## config.mk

```make
export PLATFORM = sky130hd
export DESIGN_NAME = frame_rate_meter
export DESIGN_NICKNAME = d
export VERILOG_FILES = /design/src/rtl/frm_pkg.sv /design/src/rtl/frm_div.sv /design/src/rtl/frame_rate_meter.sv
export SDC_FILE = /design/constraint.sdc
export NUM_CORES = 2
export LEC_CHECK = 0
export ABC_AREA = 0
export BUFFER_PORTS_ARGS = -buffer_cell sky130_fd_sc_hd__buf_2
export CORE_MARGIN = 2
export CORE_UTILIZATION = 25
export CTS_BUF_LIST = sky130_fd_sc_hd__clkbuf_16
export CTS_CLUSTER_SIZE = 28
export DETAILED_ROUTE_END_ITERATION = 10
export PLACE_DENSITY_LB_ADDON = 0.3
export SLEW_MARGIN = 5
export SYNTH_ARGS = -nofsm -noshare
export SYNTH_HDL_FRONTEND = slang
export SYNTH_SLANG_ARGS = --single-unit
```

## constraint.sdc

```tcl
create_clock -name clock -period 11.3 [get_ports clock]
set_input_delay 0.565 -clock clock [delete_from_list [all_inputs] [get_ports clock]]
set_output_delay 0.565 -clock clock [all_outputs]
set_load 0.005 [all_outputs]
```

## src/rtl/frm_pkg.sv

```systemverilog
`timescale 1ns / 1ps
// ----------------------------------------------------------------------------
// frm_pkg
// Shared widths, constants and the control store of the frame rate meter.
// ----------------------------------------------------------------------------
package frm_pkg;

   localparam int STAMP_W      = 48;
   localparam int FRAME_W      = 17;
   localparam int RATE_W       = 32;
   localparam int COUNT_W      = 32;
   localparam int RATE_TOT_W   = 56;
   localparam int DIV_W        = 32;
   localparam int Q_FRAC_W     = 8;
   localparam int TDATA_REQ_W  = 48;
   localparam int TDATA_RSP_W  = 168;
   localparam int PC_W         = 4;

   localparam int WINDOW_LEN_DEFAULT = 10;
   localparam int MAX_FRAME_US       = 100000;
   localparam longint unsigned US_PER_S = 64'd1000000;

   typedef enum logic [3:0] {
      OP_NOP,
      OP_CAPTURE,
      OP_ACCUM,
      OP_STORE_AVG,
      OP_DIV_FPS,
      OP_STORE_FPS,
      OP_ADD_RATE,
      OP_DIV_FAVG,
      OP_STORE_FAVG,
      OP_EMIT
   } op_type;

   typedef enum logic [1:0] {
      COND_NEXT,
      COND_NO_REQ,
      COND_DIV_BUSY,
      COND_OUT_FULL
   } cond_type;

   typedef struct packed {
      op_type              op;
      cond_type            cond;
      logic [PC_W-1:0]     target;
      logic                last;
   } ctrl_word_type;

   localparam logic [PC_W-1:0] STEP_IDLE       = 4'd0;
   localparam logic [PC_W-1:0] STEP_ACCUM      = 4'd1;
   localparam logic [PC_W-1:0] STEP_STORE_AVG  = 4'd2;
   localparam logic [PC_W-1:0] STEP_DIV_FPS    = 4'd3;
   localparam logic [PC_W-1:0] STEP_WAIT_FPS   = 4'd4;
   localparam logic [PC_W-1:0] STEP_STORE_FPS  = 4'd5;
   localparam logic [PC_W-1:0] STEP_ADD_RATE   = 4'd6;
   localparam logic [PC_W-1:0] STEP_DIV_FAVG   = 4'd7;
   localparam logic [PC_W-1:0] STEP_WAIT_FAVG  = 4'd8;
   localparam logic [PC_W-1:0] STEP_STORE_FAVG = 4'd9;
   localparam logic [PC_W-1:0] STEP_EMIT       = 4'd10;

   function automatic ctrl_word_type ucode(input logic [PC_W-1:0] pc);
      ctrl_word_type w;
      w = '{op: OP_NOP, cond: COND_NEXT, target: STEP_IDLE, last: 1'b1};
      case (pc)
         STEP_IDLE:       w = '{OP_CAPTURE,    COND_NO_REQ,   STEP_IDLE,      1'b0};
         STEP_ACCUM:      w = '{OP_ACCUM,      COND_NEXT,     STEP_IDLE,      1'b0};
         STEP_STORE_AVG:  w = '{OP_STORE_AVG,  COND_NEXT,     STEP_IDLE,      1'b0};
         STEP_DIV_FPS:    w = '{OP_DIV_FPS,    COND_NEXT,     STEP_IDLE,      1'b0};
         STEP_WAIT_FPS:   w = '{OP_NOP,        COND_DIV_BUSY, STEP_WAIT_FPS,  1'b0};
         STEP_STORE_FPS:  w = '{OP_STORE_FPS,  COND_NEXT,     STEP_IDLE,      1'b0};
         STEP_ADD_RATE:   w = '{OP_ADD_RATE,   COND_NEXT,     STEP_IDLE,      1'b0};
         STEP_DIV_FAVG:   w = '{OP_DIV_FAVG,   COND_NEXT,     STEP_IDLE,      1'b0};
         STEP_WAIT_FAVG:  w = '{OP_NOP,        COND_DIV_BUSY, STEP_WAIT_FAVG, 1'b0};
         STEP_STORE_FAVG: w = '{OP_STORE_FAVG, COND_NEXT,     STEP_IDLE,      1'b0};
         STEP_EMIT:       w = '{OP_EMIT,       COND_OUT_FULL, STEP_EMIT,      1'b1};
         default:         w = '{OP_NOP,        COND_NEXT,     STEP_IDLE,      1'b1};
      endcase
      return w;
   endfunction

endpackage

```

## src/rtl/frm_div.sv

```systemverilog
`timescale 1ns / 1ps
// ----------------------------------------------------------------------------
// frm_div
// Restoring divider, one quotient bit per cycle, saturating quotient.
// ----------------------------------------------------------------------------
module frm_div #(
   parameter int W = frm_pkg::DIV_W
) (
   input  logic             clock,
   input  logic             reset,
   input  logic             start,
   input  logic [2*W-1:0]   dividend,
   input  logic [W-1:0]     divisor,
   output logic             busy,
   output logic [W-1:0]     quotient
);

   localparam int CNT_W = $clog2(W + 1);

   logic [W-1:0]     rem_ff, rem_in;
   logic [W-1:0]     quo_ff, quo_in;
   logic [W-1:0]     dvs_ff, dvs_in;
   logic [CNT_W-1:0] cnt_ff, cnt_in;
   logic             sat_ff, sat_in;
   logic [W:0]       shifted;
   logic [W:0]       diff;
   logic             ge;

   assign shifted = {rem_ff, quo_ff[W-1]};
   assign ge      = shifted >= {1'b0, dvs_ff};
   assign diff    = shifted - {1'b0, dvs_ff};

   always_comb begin
      rem_in = rem_ff;
      quo_in = quo_ff;
      dvs_in = dvs_ff;
      cnt_in = cnt_ff;
      sat_in = sat_ff;
      if (start) begin
         dvs_in = divisor;
         rem_in = dividend[2*W-1:W];
         quo_in = dividend[W-1:0];
         sat_in = dividend[2*W-1:W] >= divisor;
         cnt_in = (dividend[2*W-1:W] >= divisor) ? '0 : CNT_W'(W);
      end else if (cnt_ff != '0) begin
         rem_in = ge ? diff[W-1:0] : shifted[W-1:0];
         quo_in = {quo_ff[W-2:0], ge};
         cnt_in = cnt_ff - CNT_W'(1);
      end
   end

   always_ff @(posedge clock) begin
      if (reset) begin
         cnt_ff <= '0;
         sat_ff <= 1'b0;
      end else begin
         cnt_ff <= cnt_in;
         sat_ff <= sat_in;
      end
      rem_ff <= rem_in;
      quo_ff <= quo_in;
      dvs_ff <= dvs_in;
   end

   assign busy     = cnt_ff != '0;
   assign quotient = sat_ff ? '1 : quo_ff;

endmodule

```

## src/rtl/frame_rate_meter.sv

```systemverilog
`timescale 1ns / 1ps
// ----------------------------------------------------------------------------
// frame_rate_meter
// Moving-average frame rate meter run by a microcoded sequencer over one
// shared divider: frame time, window mean, Q8 rate and long-run mean rate.
// ----------------------------------------------------------------------------
// Each request makes two divisions on the shared restoring divider; a saturated
//   one skips its quotient steps. Requests are taken one at a time, after the
//   previous emit step; the next request is taken while the previous response
//   still waits, which stalls only the emit step.
// Reset: synchronous; clears the window, all totals, the pause-hold register
//   and the sequencer, which restarts at its idle step.
// ----------------------------------------------------------------------------
module frame_rate_meter #(
   parameter int WINDOW_LEN = frm_pkg::WINDOW_LEN_DEFAULT
) (
   input  logic                             clock,
   input  logic                             reset,
   // now_us
   input  logic [frm_pkg::TDATA_REQ_W-1:0]  req_tdata,
   input  logic                             req_tvalid,
   output logic                             req_tready,
   // frame_us, avg_frame_us, fps_q8, fps_avg_q8, pause_avg_us, total_elapsed_us
   output logic [frm_pkg::TDATA_RSP_W-1:0]  rsp_tdata,
   // window_zero (frame-time sum of the window is zero)
   output logic                             rsp_tuser,
   output logic                             rsp_tvalid,
   input  logic                             rsp_tready,
   input  logic                             csr_wr_en,
   input  logic                             csr_wr_data
);

   localparam int STAMP_W = frm_pkg::STAMP_W;
   localparam int FRAME_W = frm_pkg::FRAME_W;
   localparam int RATE_W  = frm_pkg::RATE_W;
   localparam int COUNT_W = frm_pkg::COUNT_W;
   localparam int RTOT_W  = frm_pkg::RATE_TOT_W;
   localparam int DIV_W   = frm_pkg::DIV_W;
   localparam int QF_W    = frm_pkg::Q_FRAC_W;
   localparam int PC_W    = frm_pkg::PC_W;
   localparam int SUM_W   = FRAME_W + $clog2(WINDOW_LEN);
   localparam int PAD_W   = frm_pkg::TDATA_RSP_W - (4 * FRAME_W + 2 * RATE_W + STAMP_W) + FRAME_W;
   localparam logic [2*DIV_W-1:0] FPS_NUM =
      (2*DIV_W)'(longint'(WINDOW_LEN) * frm_pkg::US_PER_S * 256);
   localparam int RECIP_SH = SUM_W + $clog2(WINDOW_LEN);
   localparam int RECIP_W  = SUM_W + 1;
   localparam int PROD_W   = SUM_W + RECIP_W;
   localparam logic [RECIP_W-1:0] AVG_RECIP = RECIP_W'(
      ((longint'(1) << RECIP_SH) + longint'(WINDOW_LEN - 1)) / longint'(WINDOW_LEN));

   frm_pkg::ctrl_word_type ctrl;
   logic                   cond_hit;
   logic                   fire;

   logic [PC_W-1:0]        pc_ff, pc_in;
   logic                   hold_ff, hold_in;
   logic [STAMP_W-1:0]     last_ff, last_in;
   logic [FRAME_W-1:0]     frame_ff, frame_in;
   logic [FRAME_W-1:0]     win_ff [WINDOW_LEN];
   logic [FRAME_W-1:0]     win_in [WINDOW_LEN];
   logic [SUM_W-1:0]       sum_ff, sum_in;
   logic [COUNT_W-1:0]     count_ff, count_in;
   logic [RTOT_W-1:0]      rtot_ff, rtot_in;
   logic [STAMP_W-1:0]     elapsed_ff, elapsed_in;
   logic [FRAME_W-1:0]     avg_ff, avg_in;
   logic [FRAME_W-1:0]     pause_ff, pause_in;
   logic [RATE_W-1:0]      fps_ff, fps_in;
   logic [RATE_W-1:0]      favg_ff, favg_in;
   logic                   zero_ff, zero_in;
   logic [frm_pkg::TDATA_RSP_W-1:0] rsp_data_ff, rsp_data_in;
   logic                   rsp_user_ff, rsp_user_in;
   logic                   rsp_valid_ff, rsp_valid_in;

   logic [STAMP_W-1:0]     stamp_diff;
   logic [FRAME_W-1:0]     frame_clamp;
   logic [STAMP_W:0]       elapsed_sum;
   logic [RTOT_W:0]        rate_sum;
   logic [PROD_W-1:0]      avg_prod;

   logic                   div_start;
   logic [2*DIV_W-1:0]     div_dividend;
   logic [DIV_W-1:0]       div_divisor;
   logic                   div_busy;
   logic [DIV_W-1:0]       div_quot;

   frm_div #(
      .W (DIV_W)
   ) u_div (
      .clock    (clock),
      .reset    (reset),
      .start    (div_start),
      .dividend (div_dividend),
      .divisor  (div_divisor),
      .busy     (div_busy),
      .quotient (div_quot)
   );

   assign ctrl = frm_pkg::ucode(pc_ff);

   always_comb begin
      case (ctrl.cond)
         frm_pkg::COND_NEXT:     cond_hit = 1'b0;
         frm_pkg::COND_NO_REQ:   cond_hit = !req_tvalid;
         frm_pkg::COND_DIV_BUSY: cond_hit = div_busy;
         frm_pkg::COND_OUT_FULL: cond_hit = rsp_valid_ff && !rsp_tready;
         default:                cond_hit = 1'b0;
      endcase
   end

   assign fire       = !cond_hit;
   assign pc_in      = cond_hit ? ctrl.target : (ctrl.last ? '0 : pc_ff + PC_W'(1));
   assign req_tready = ctrl.cond == frm_pkg::COND_NO_REQ;
   assign hold_in    = csr_wr_en ? csr_wr_data : hold_ff;

   assign stamp_diff  = req_tdata[STAMP_W-1:0] - last_ff;
   assign frame_clamp = (stamp_diff > STAMP_W'(frm_pkg::MAX_FRAME_US)) ?
                        FRAME_W'(frm_pkg::MAX_FRAME_US) : stamp_diff[FRAME_W-1:0];
   assign elapsed_sum = {1'b0, elapsed_ff} + (STAMP_W+1)'(frame_ff);
   assign rate_sum    = {1'b0, rtot_ff} + (RTOT_W+1)'(fps_ff[RATE_W-1:QF_W]);
   assign avg_prod    = PROD_W'(sum_ff) * PROD_W'(AVG_RECIP);

   always_comb begin
      div_start    = 1'b0;
      div_dividend = (2*DIV_W)'(sum_ff);
      div_divisor  = DIV_W'(WINDOW_LEN);
      case (ctrl.op)
         frm_pkg::OP_DIV_FPS: begin
            div_start    = fire;
            div_dividend = FPS_NUM;
            div_divisor  = (sum_ff == '0) ? DIV_W'(1) : DIV_W'(sum_ff);
         end
         frm_pkg::OP_DIV_FAVG: begin
            div_start    = fire;
            div_dividend = {rtot_ff, QF_W'(0)};
            div_divisor  = count_ff;
         end
         default: begin
            div_start = 1'b0;
         end
      endcase
   end

   always_comb begin
      last_in      = last_ff;
      frame_in     = frame_ff;
      win_in       = win_ff;
      sum_in       = sum_ff;
      count_in     = count_ff;
      rtot_in      = rtot_ff;
      elapsed_in   = elapsed_ff;
      avg_in       = avg_ff;
      pause_in     = pause_ff;
      fps_in       = fps_ff;
      favg_in      = favg_ff;
      zero_in      = zero_ff;
      rsp_data_in  = rsp_data_ff;
      rsp_user_in  = rsp_user_ff;
      rsp_valid_in = rsp_valid_ff && !rsp_tready;
      if (fire) begin
         case (ctrl.op)
            frm_pkg::OP_CAPTURE: begin
               last_in  = req_tdata[STAMP_W-1:0];
               frame_in = frame_clamp;
            end
            frm_pkg::OP_ACCUM: begin
               for (int i = 0; i < WINDOW_LEN - 1; i++) begin
                  win_in[i] = win_ff[i+1];
               end
               win_in[WINDOW_LEN-1] = frame_ff;
               sum_in     = sum_ff - SUM_W'(win_ff[0]) + SUM_W'(frame_ff);
               elapsed_in = elapsed_sum[STAMP_W] ? '1 : elapsed_sum[STAMP_W-1:0];
               count_in   = (count_ff == '1) ? count_ff : count_ff + COUNT_W'(1);
            end
            frm_pkg::OP_STORE_AVG: begin
               avg_in = avg_prod[RECIP_SH +: FRAME_W];
               if (!hold_ff) begin
                  pause_in = avg_prod[RECIP_SH +: FRAME_W];
               end
            end
            frm_pkg::OP_DIV_FPS: begin
               zero_in = sum_ff == '0;
            end
            frm_pkg::OP_STORE_FPS: begin
               fps_in = div_quot;
            end
            frm_pkg::OP_ADD_RATE: begin
               rtot_in = rate_sum[RTOT_W] ? '1 : rate_sum[RTOT_W-1:0];
            end
            frm_pkg::OP_STORE_FAVG: begin
               favg_in = div_quot;
            end
            frm_pkg::OP_EMIT: begin
               rsp_data_in  = {PAD_W'(0), elapsed_ff, pause_ff, favg_ff, fps_ff,
                               avg_ff, frame_ff};
               rsp_user_in  = zero_ff;
               rsp_valid_in = 1'b1;
            end
            default: begin
               rsp_user_in = rsp_user_ff;
            end
         endcase
      end
   end

   always_ff @(posedge clock) begin
      if (reset) begin
         pc_ff        <= frm_pkg::STEP_IDLE;
         hold_ff      <= 1'b0;
         last_ff      <= '0;
         for (int i = 0; i < WINDOW_LEN; i++) begin
            win_ff[i] <= '0;
         end
         sum_ff       <= '0;
         count_ff     <= '0;
         rtot_ff      <= '0;
         elapsed_ff   <= '0;
         pause_ff     <= '0;
         rsp_valid_ff <= 1'b0;
      end else begin
         pc_ff        <= pc_in;
         hold_ff      <= hold_in;
         last_ff      <= last_in;
         win_ff       <= win_in;
         sum_ff       <= sum_in;
         count_ff     <= count_in;
         rtot_ff      <= rtot_in;
         elapsed_ff   <= elapsed_in;
         pause_ff     <= pause_in;
         rsp_valid_ff <= rsp_valid_in;
      end
      frame_ff    <= frame_in;
      avg_ff      <= avg_in;
      fps_ff      <= fps_in;
      favg_ff     <= favg_in;
      zero_ff     <= zero_in;
      rsp_data_ff <= rsp_data_in;
      rsp_user_ff <= rsp_user_in;
   end

   assign rsp_tdata  = rsp_data_ff;
   assign rsp_tuser  = rsp_user_ff;
   assign rsp_tvalid = rsp_valid_ff;

   a_no_restart_busy: assert property (@(posedge clock) disable iff (reset)
      div_busy |-> !div_start)
      else $error("divider restarted while busy");

   a_emit_div_idle: assert property (@(posedge clock) disable iff (reset)
      (fire && ctrl.op == frm_pkg::OP_EMIT) |-> !div_busy)
      else $error("response emitted while divider busy");

   a_req_to_accum: assert property (@(posedge clock) disable iff (reset)
      (req_tvalid && req_tready) |=> pc_ff == frm_pkg::STEP_ACCUM)
      else $error("sequencer did not advance after request");

   a_rsp_from_emit: assert property (@(posedge clock) disable iff (reset)
      $rose(rsp_valid_ff) |-> $past(ctrl.op == frm_pkg::OP_EMIT))
      else $error("response raised outside emit step");

   a_favg_count: assert property (@(posedge clock) disable iff (reset)
      (div_start && ctrl.op == frm_pkg::OP_DIV_FAVG) |-> count_ff != '0)
      else $error("mean rate division by zero frame count");

endmodule
```

## After elaboration in Yosys (flattened, before gate mapping)

Memory sizes are Yosys's and may differ from the RTL's. A register that Yosys moved wholly into a read port is not among the register bits.
Cells that the tools add are included.

| storage, ports and cells | value |
|---|---|
| bits in latches | 0 |
| memory bits (writable) | 0 |
| register bits | 764 |
| bits in read-only memories | 160 |
| input port bits | 54 |
| memories kept | 1 |
| output and inout bits | 171 |

| operators by class | value |
|---|---|
| magnitude comparators | 3 |
| add/subtract/negate cells | 9 |
| shifts and indexed selects | 0 |
| div/mod/pow operators | 0 |
| reduce and logical (&&, ||, !) cells | 19 |
| bitwise gates (word level) | 3 |
| $mul | 1 |
| equality and inequality tests | 13 |
| muxes and demuxes | 21 |

Memory list:

| memory | words | bits a word | read ports | clocked after Yosys merged registers in | write ports | RTL line | RTL |
|---|---|---|---|---|---|---|---|
| (no name shown) | 16 | 10 | 1 | 1 | 0 | frm_pkg.sv:65 | `case (pc)` |

Operators by type and width:

| operator | number |
|---|---|
| two-way mux 32 bit | 6 |
| one-hot mux 64 bit (2 select lines) | 1 |
| one-hot mux 32 bit (2 select lines) | 1 |
| adder 56 x 24 -> 57 bit | 1 |
| two-way mux 56 bit | 1 |
| adder 48 x 17 -> 49 bit | 1 |
| > comparator 48 x 17 -> 1 bit, second input constant | 1 |
| two-way mux 48 bit | 1 |
| subtractor 48 bit | 1 |
| multiplier 21 x 20 -> 40 bit, second input constant | 1 |
| >= comparator 33 x 32 -> 1 bit | 1 |
| adder 32 x 1 -> 32 bit, second input constant | 1 |
| == test 32 bit, second input constant | 1 |
| >= comparator 32 bit | 1 |
| subtractor 32 bit | 1 |
| adder 21 x 17 -> 21 bit | 1 |
| logical NOT 21 bit | 1 |
| two-way mux 21 bit | 1 |
| subtractor 21 x 17 -> 21 bit | 1 |
| two-way mux 6 bit | 3 |
| == test 4 x 3 -> 1 bit, second input constant | 4 |
| AND reduction 2 bit | 8 |
| two-way mux 4 bit | 3 |
| == test 4 x 2 -> 1 bit, second input constant | 2 |
| other kinds (16) | 25 |

## Depth between registers and ports, before layout

| depth | value |
|---|---|
| depth after elaboration | 6 |
| gate-level depth with buffers | 28 |
| depth with buffers taken out | 27 |

## Cells and area by module

Synthesis repeated with hierarchy kept, for this count alone.

| second synthesis, totals | value |
|---|---|
| cells, all modules | 4,646 |
| area, all modules | 44,954.4 um2 |

By module, submodules not included:

| module | sequential area each (um2) | instances | cells an instance | area each (um2) |
|---|---|---|---|---|
| frame_rate_meter | 16,065.4 | 1 | 3,941 | 37,718.7 |
| frm_div | 3,022.9 | 1 | 705 | 7,235.7 |

## Least setup slack after synthesis

Ideal clock, no wire load.

| path | value |
|---|---|
| path kind | register to register |
| start | register u_div.cnt_ff[0] |
| end | register rsp_data_ff, in the netlist rsp_tdata[0] (enable) |
| library setup time | 0.691 ns |
| required time | 10.609 ns |
| setup slack | 2.235 ns |
| stages on the path, launching flop included | 8 |
| data arrival time | 8.374 ns |
| cell sequence | dfxtp_1 -> inv_1 -> ha_1 -> or3b_1 -> nor3_4 -> o22ai_2 -> nand3b_1 -> nor2_1 |

| between the ends | value |
|---|---|
| cells in the longest elaborated chain, start to end | 4 |

Ends and longest elaborated chain:

| what | RTL line | RTL |
|---|---|---|
| from (decl) | frm_div.sv:23 | `logic [CNT_W-1:0] cnt_ff, cnt_in;` |
| from (signal assigned) | frm_div.sv:57 | `cnt_ff <= cnt_in;` |
| nonzero test 6 bit | frm_div.sv:65 | `assign busy = cnt_ff != '0;` |
| one-hot mux 1 bit (4 select lines) | frame_rate_meter.sv:101 | `case (ctrl.cond)` |
| inverter 1 bit (no source line) | n/a |  |
| AND reduction 2 bit (no source line) | n/a |  |
| to (signal assigned) | frame_rate_meter.sv:236 | `rsp_data_ff <= rsp_data_in;` |
| to (decl) | frame_rate_meter.sv:70 | `logic [frm_pkg::TDATA_RSP_W-1:0] rsp_data_ff, rsp_data_in;` |

No other way between the ends.
A chain may end at the register's enable or synchronous reset.

## Worst setup path in the final report

| path | value |
|---|---|
| start | register sum_ff[9] |
| end | register pause_ff[16] |

| between the ends | value |
|---|---|
| cells in the longest elaborated chain, start to end | 1 |

Ends and longest elaborated chain:

| what | RTL line | RTL |
|---|---|---|
| from (decl) | frame_rate_meter.sv:61 | `logic [SUM_W-1:0] sum_ff, sum_in;` |
| from (signal assigned) | frame_rate_meter.sv:224 | `sum_ff <= sum_in;` |
| multiplier 21 x 20 -> 40 bit | frame_rate_meter.sv:120 | `assign avg_prod = PROD_W'(sum_ff) * PROD_W'(AVG_RECIP);` |
| named net avg_prod[41] | frame_rate_meter.sv:78 | `logic [PROD_W-1:0] avg_prod;` |
| to (signal assigned) | frame_rate_meter.sv:228 | `pause_ff <= pause_in;` |
| to (decl) | frame_rate_meter.sv:66 | `logic [FRAME_W-1:0] pause_ff, pause_in;` |

The timed path passes the listed nets, and every way through them passes these cells.

==> metrics <==
flops & latches, synth=just under 800; CTS tree=yes; die area=about 180000 um2; status=complete, no violations; max-slew violations=0; total core area=about 170000 um2; IO Pins=225; commonest non-fill, non-tap cells in the layout=nand2_1 (680), inv_1 (463), a21oi_1 (436); Skew-Pair Late Insertion Delay=approximately 720 ps; ys async rst share=0%; Setup CP Type=reg -> reg; Critical Path Source Type=register; Nets=5268; fin crit period=approximately 7700 ps; initial antenna violation count=4; critical path endpoint category=register; Storage cell area=about 19000 um2; synth warn=0; fmax=around 130 MHz; unrepaired setup endpoints after global routing=false; Hold Crit Class=in -> reg; Final Hold Vio Count=0; Residual DRC=0; Max-slew headroom=between 20% and 30%; sequential element share of the synthesized area=a little over two fifths; static leakage=between 20 and 25 nW; first-pass GRT wire length=179 mm; TritonCTS buffer count=83; Initial Utilization=25.2%; Detailed Route Iter0 Violations=between 2000 and 2500; fillcell total=around 18000; commonest non-fill, non-tap cell in the layout=nand2_1; Hold-fix buffers, CTS=0; Clk pwr share=a little under a third; level count of the clock H-tree=3; Psw=about 2.9 mW; post-synth top area cell=edfxtp_1; vias per cell=around 4.5; routed len/inst=between 15 and 20 um; Peak VDD IR=0.130 mV; Post-synth EDFFs=359; Die X-Extent=423 um; share of layout cells above drive strength 1=under 10%; CTS Buffer Depth=3; Clock Skews=~32 ps; largest net degree at the start of global routing=approximately 220; Least-Margin Pin Slew=1100 ps; Root Buffer=clkbuf_16; gr usage total=approximately an eighth; CTS resizes=0; GPL Wtd Cong=just under 0.9; endpoints failing setup=0; final period utilization=between 60% and 70%; CTS clk-pin slew, worst paths=approximately 70 ps; Setup TNS Final=0 ps; Post-DRT Antenna Nets=0; post-DP HPWL=approximately 85 mm; area grow syn2layout=14.4%; sw frac=roughly a third; grt total ovfl=0; Arrival @ worst endpoint=8310 ps; footprint of the multi-input gates=roughly 22000 um2; die height=423 um; Post-synth top flop=dfxtp_1; IO Port Bufs=219; Util after Layout=28.8%; Post-Route WL=between 100 and 150 mm; sequential power share=40.0%; Area contributors post-synth=edfxtp_1 (25%), dfxtp_1 (19%), ha_1 (11%); Gate power share=roughly 28%; pwr dens=approximately 170 nW/um2; vias in the first global route=~30000; Post-CTS Setup Inserts=0; top-area cell type share of the netlist area=about a quarter; Mapped Cells=about 4500; Overall Power=approximately 8.6 mW; DRT Pass-1 Iters=7; Clock Sinks=between 700 and 800; critical path data required time=between 10000 and 15000 ps; Critical Path Fanout Max=8; Avg Inst Size Synth=between 9 and 10 um2; row count=153; cell area after synthesis=43900 um2; internal power component=between 5 and 6 mW; synth unique cells=slightly above 90; Vias=~32000; max-capacitance violation count=0
synthesized netlist by cell type (all sizes together) (8+ instances only):
cell / n
nand3b: 9
nand2: 681
a22oi: 20
edfxtp: 359
or3: 24
nand4: 37
o31ai: 16
nor3: 63
o21bai: 16
ha: 395
xor2: 108
a31oi: 31
and2: 64
xnor2: 90
inv: 447
a22o: 17
a21oi: 440
mux2i: 26
a211o: 10
clkbuf: 170
or2: 53
o311ai: 13
a211oi: 67
a21o: 67
and3: 48
dfxtp: 415
o2111ai: 8
buf: 20
nor2: 209
o22ai: 10
and4: 10
nand3: 74
o21a: 24
a311oi: 11
nor2b: 35
nor3b: 8
fa: 156
nor4: 10
nand2b: 38
o21ai: 120
power groups by stage:
| stage | clock (mW) | combinational, mW | sequential [mW] |
|---|---|---|---|
| floorplan | 0 | 1.86 | 3.44 |
| global route | 2.93 | 2.79 | 3.47 |
| finish | 2.72 | 2.45 | 3.44 |
| CTS | 2.82 | 2.48 | 3.45 |
| detailed placement | 0 | 2.46 | 3.51 |
| global placement | 0 | 2.44 | 3.50 |
worst paths after layout:
path / endpoint / from / slack (ps) / cells past startpoint
hold reg to reg: rsp_tdata[41] / fps_ff[7] / 400 / 0
setup / recovery: pause_ff[16] / sum_ff[9] / 3630 / 26
hold / removal: hold_ff / csr_wr_data / 100 / 3
setup reg to reg: pause_ff[16] / sum_ff[9] / 3630 / 26
critical path: stages, from the launching register on:
cell and delay [ps]:
dfxtp_1 580, inv_1 180, ha_1 480, xor2_1 230
ha_1 190, a21o_1 150, ha_1 270, inv_1 50
fa_1 460, fa_1 490, inv_1 60, fa_1 540
inv_1 60, fa_1 510, inv_1 40, ha_1 300
a2111o_1 430, nor4_1 260, o21ai_0 290, o311ai_0 450
a31oi_1 250, a221oi_1 510, o21ai_0 240, a21oi_1 210
xnor2_1 160, nand2_1 80, a21oi_1 120
per-layer routing:
metal,track usage [%],share of wire (%),wire length (um),vias to the layer above
li1,-,-,-,15844
met1,16.8,46,52700,15335
met2,20.8,47,54300,641
met3,2.49,4.9,5600,138
met4,3.30,2.2,2540,0
met5,0,0,0,-
flip-flops by register name (all words and copies together), names as in the netlist, 21 cells and up:
| signal | count |
|---|---|
| u_div.dvs_ff | 32 |
| sum_ff | 21 |
| win_ff | 170 |
| rsp_tdata | 163 |
| last_ff | 48 |
| count_ff | 32 |
| fps_ff | 32 |
| u_div.rem_ff | 32 |
| favg_ff | 32 |
| u_div.quo_ff | 32 |
| elapsed_ff | 48 |
| rtot_ff | 56 |
logic make-up after synthesis:
family                   Yosys count  share of synthesized area, %
XOR/XNOR                         198                          3.95
multiplexers                      28                         0.645
flip-flops                       774                          43.5
adder cells (fa/ha/maj)          551                          18.4
buffers and inverters            637                          5.55
AND/OR/NAND/NOR                 1376                          14.5
AO/OA/AOI/OAI                    948                          13.4
other                              1                       0.00855
final cells by class:
cell class	instances	area share (%)
Inverter	447	3.35
Timing Repair Buffer	251	2.71
Sequential cell	774	38.1
Tap cell	2325	5.80
Clock inverter	69	1.21
Antenna cell	3	0.0150
Multi-Input combinational cell	3106	44.7
Clock buffer	83	4.14
metrics by stage:
step	cells	setup slack (ps)	hold WS, ps	area [um2]
6_report	7058	3630	100	50200
5_1_grt	7057	3040	56.0	50200
4_1_cts	7055	3500	37.2	50100
3_5_place_dp	6903	3520	405	47500
3_3_place_gp	6903	3690	404	47500
2_1_floorplan	4517	2240	400	43900
(Power assumes the default switching activity.)
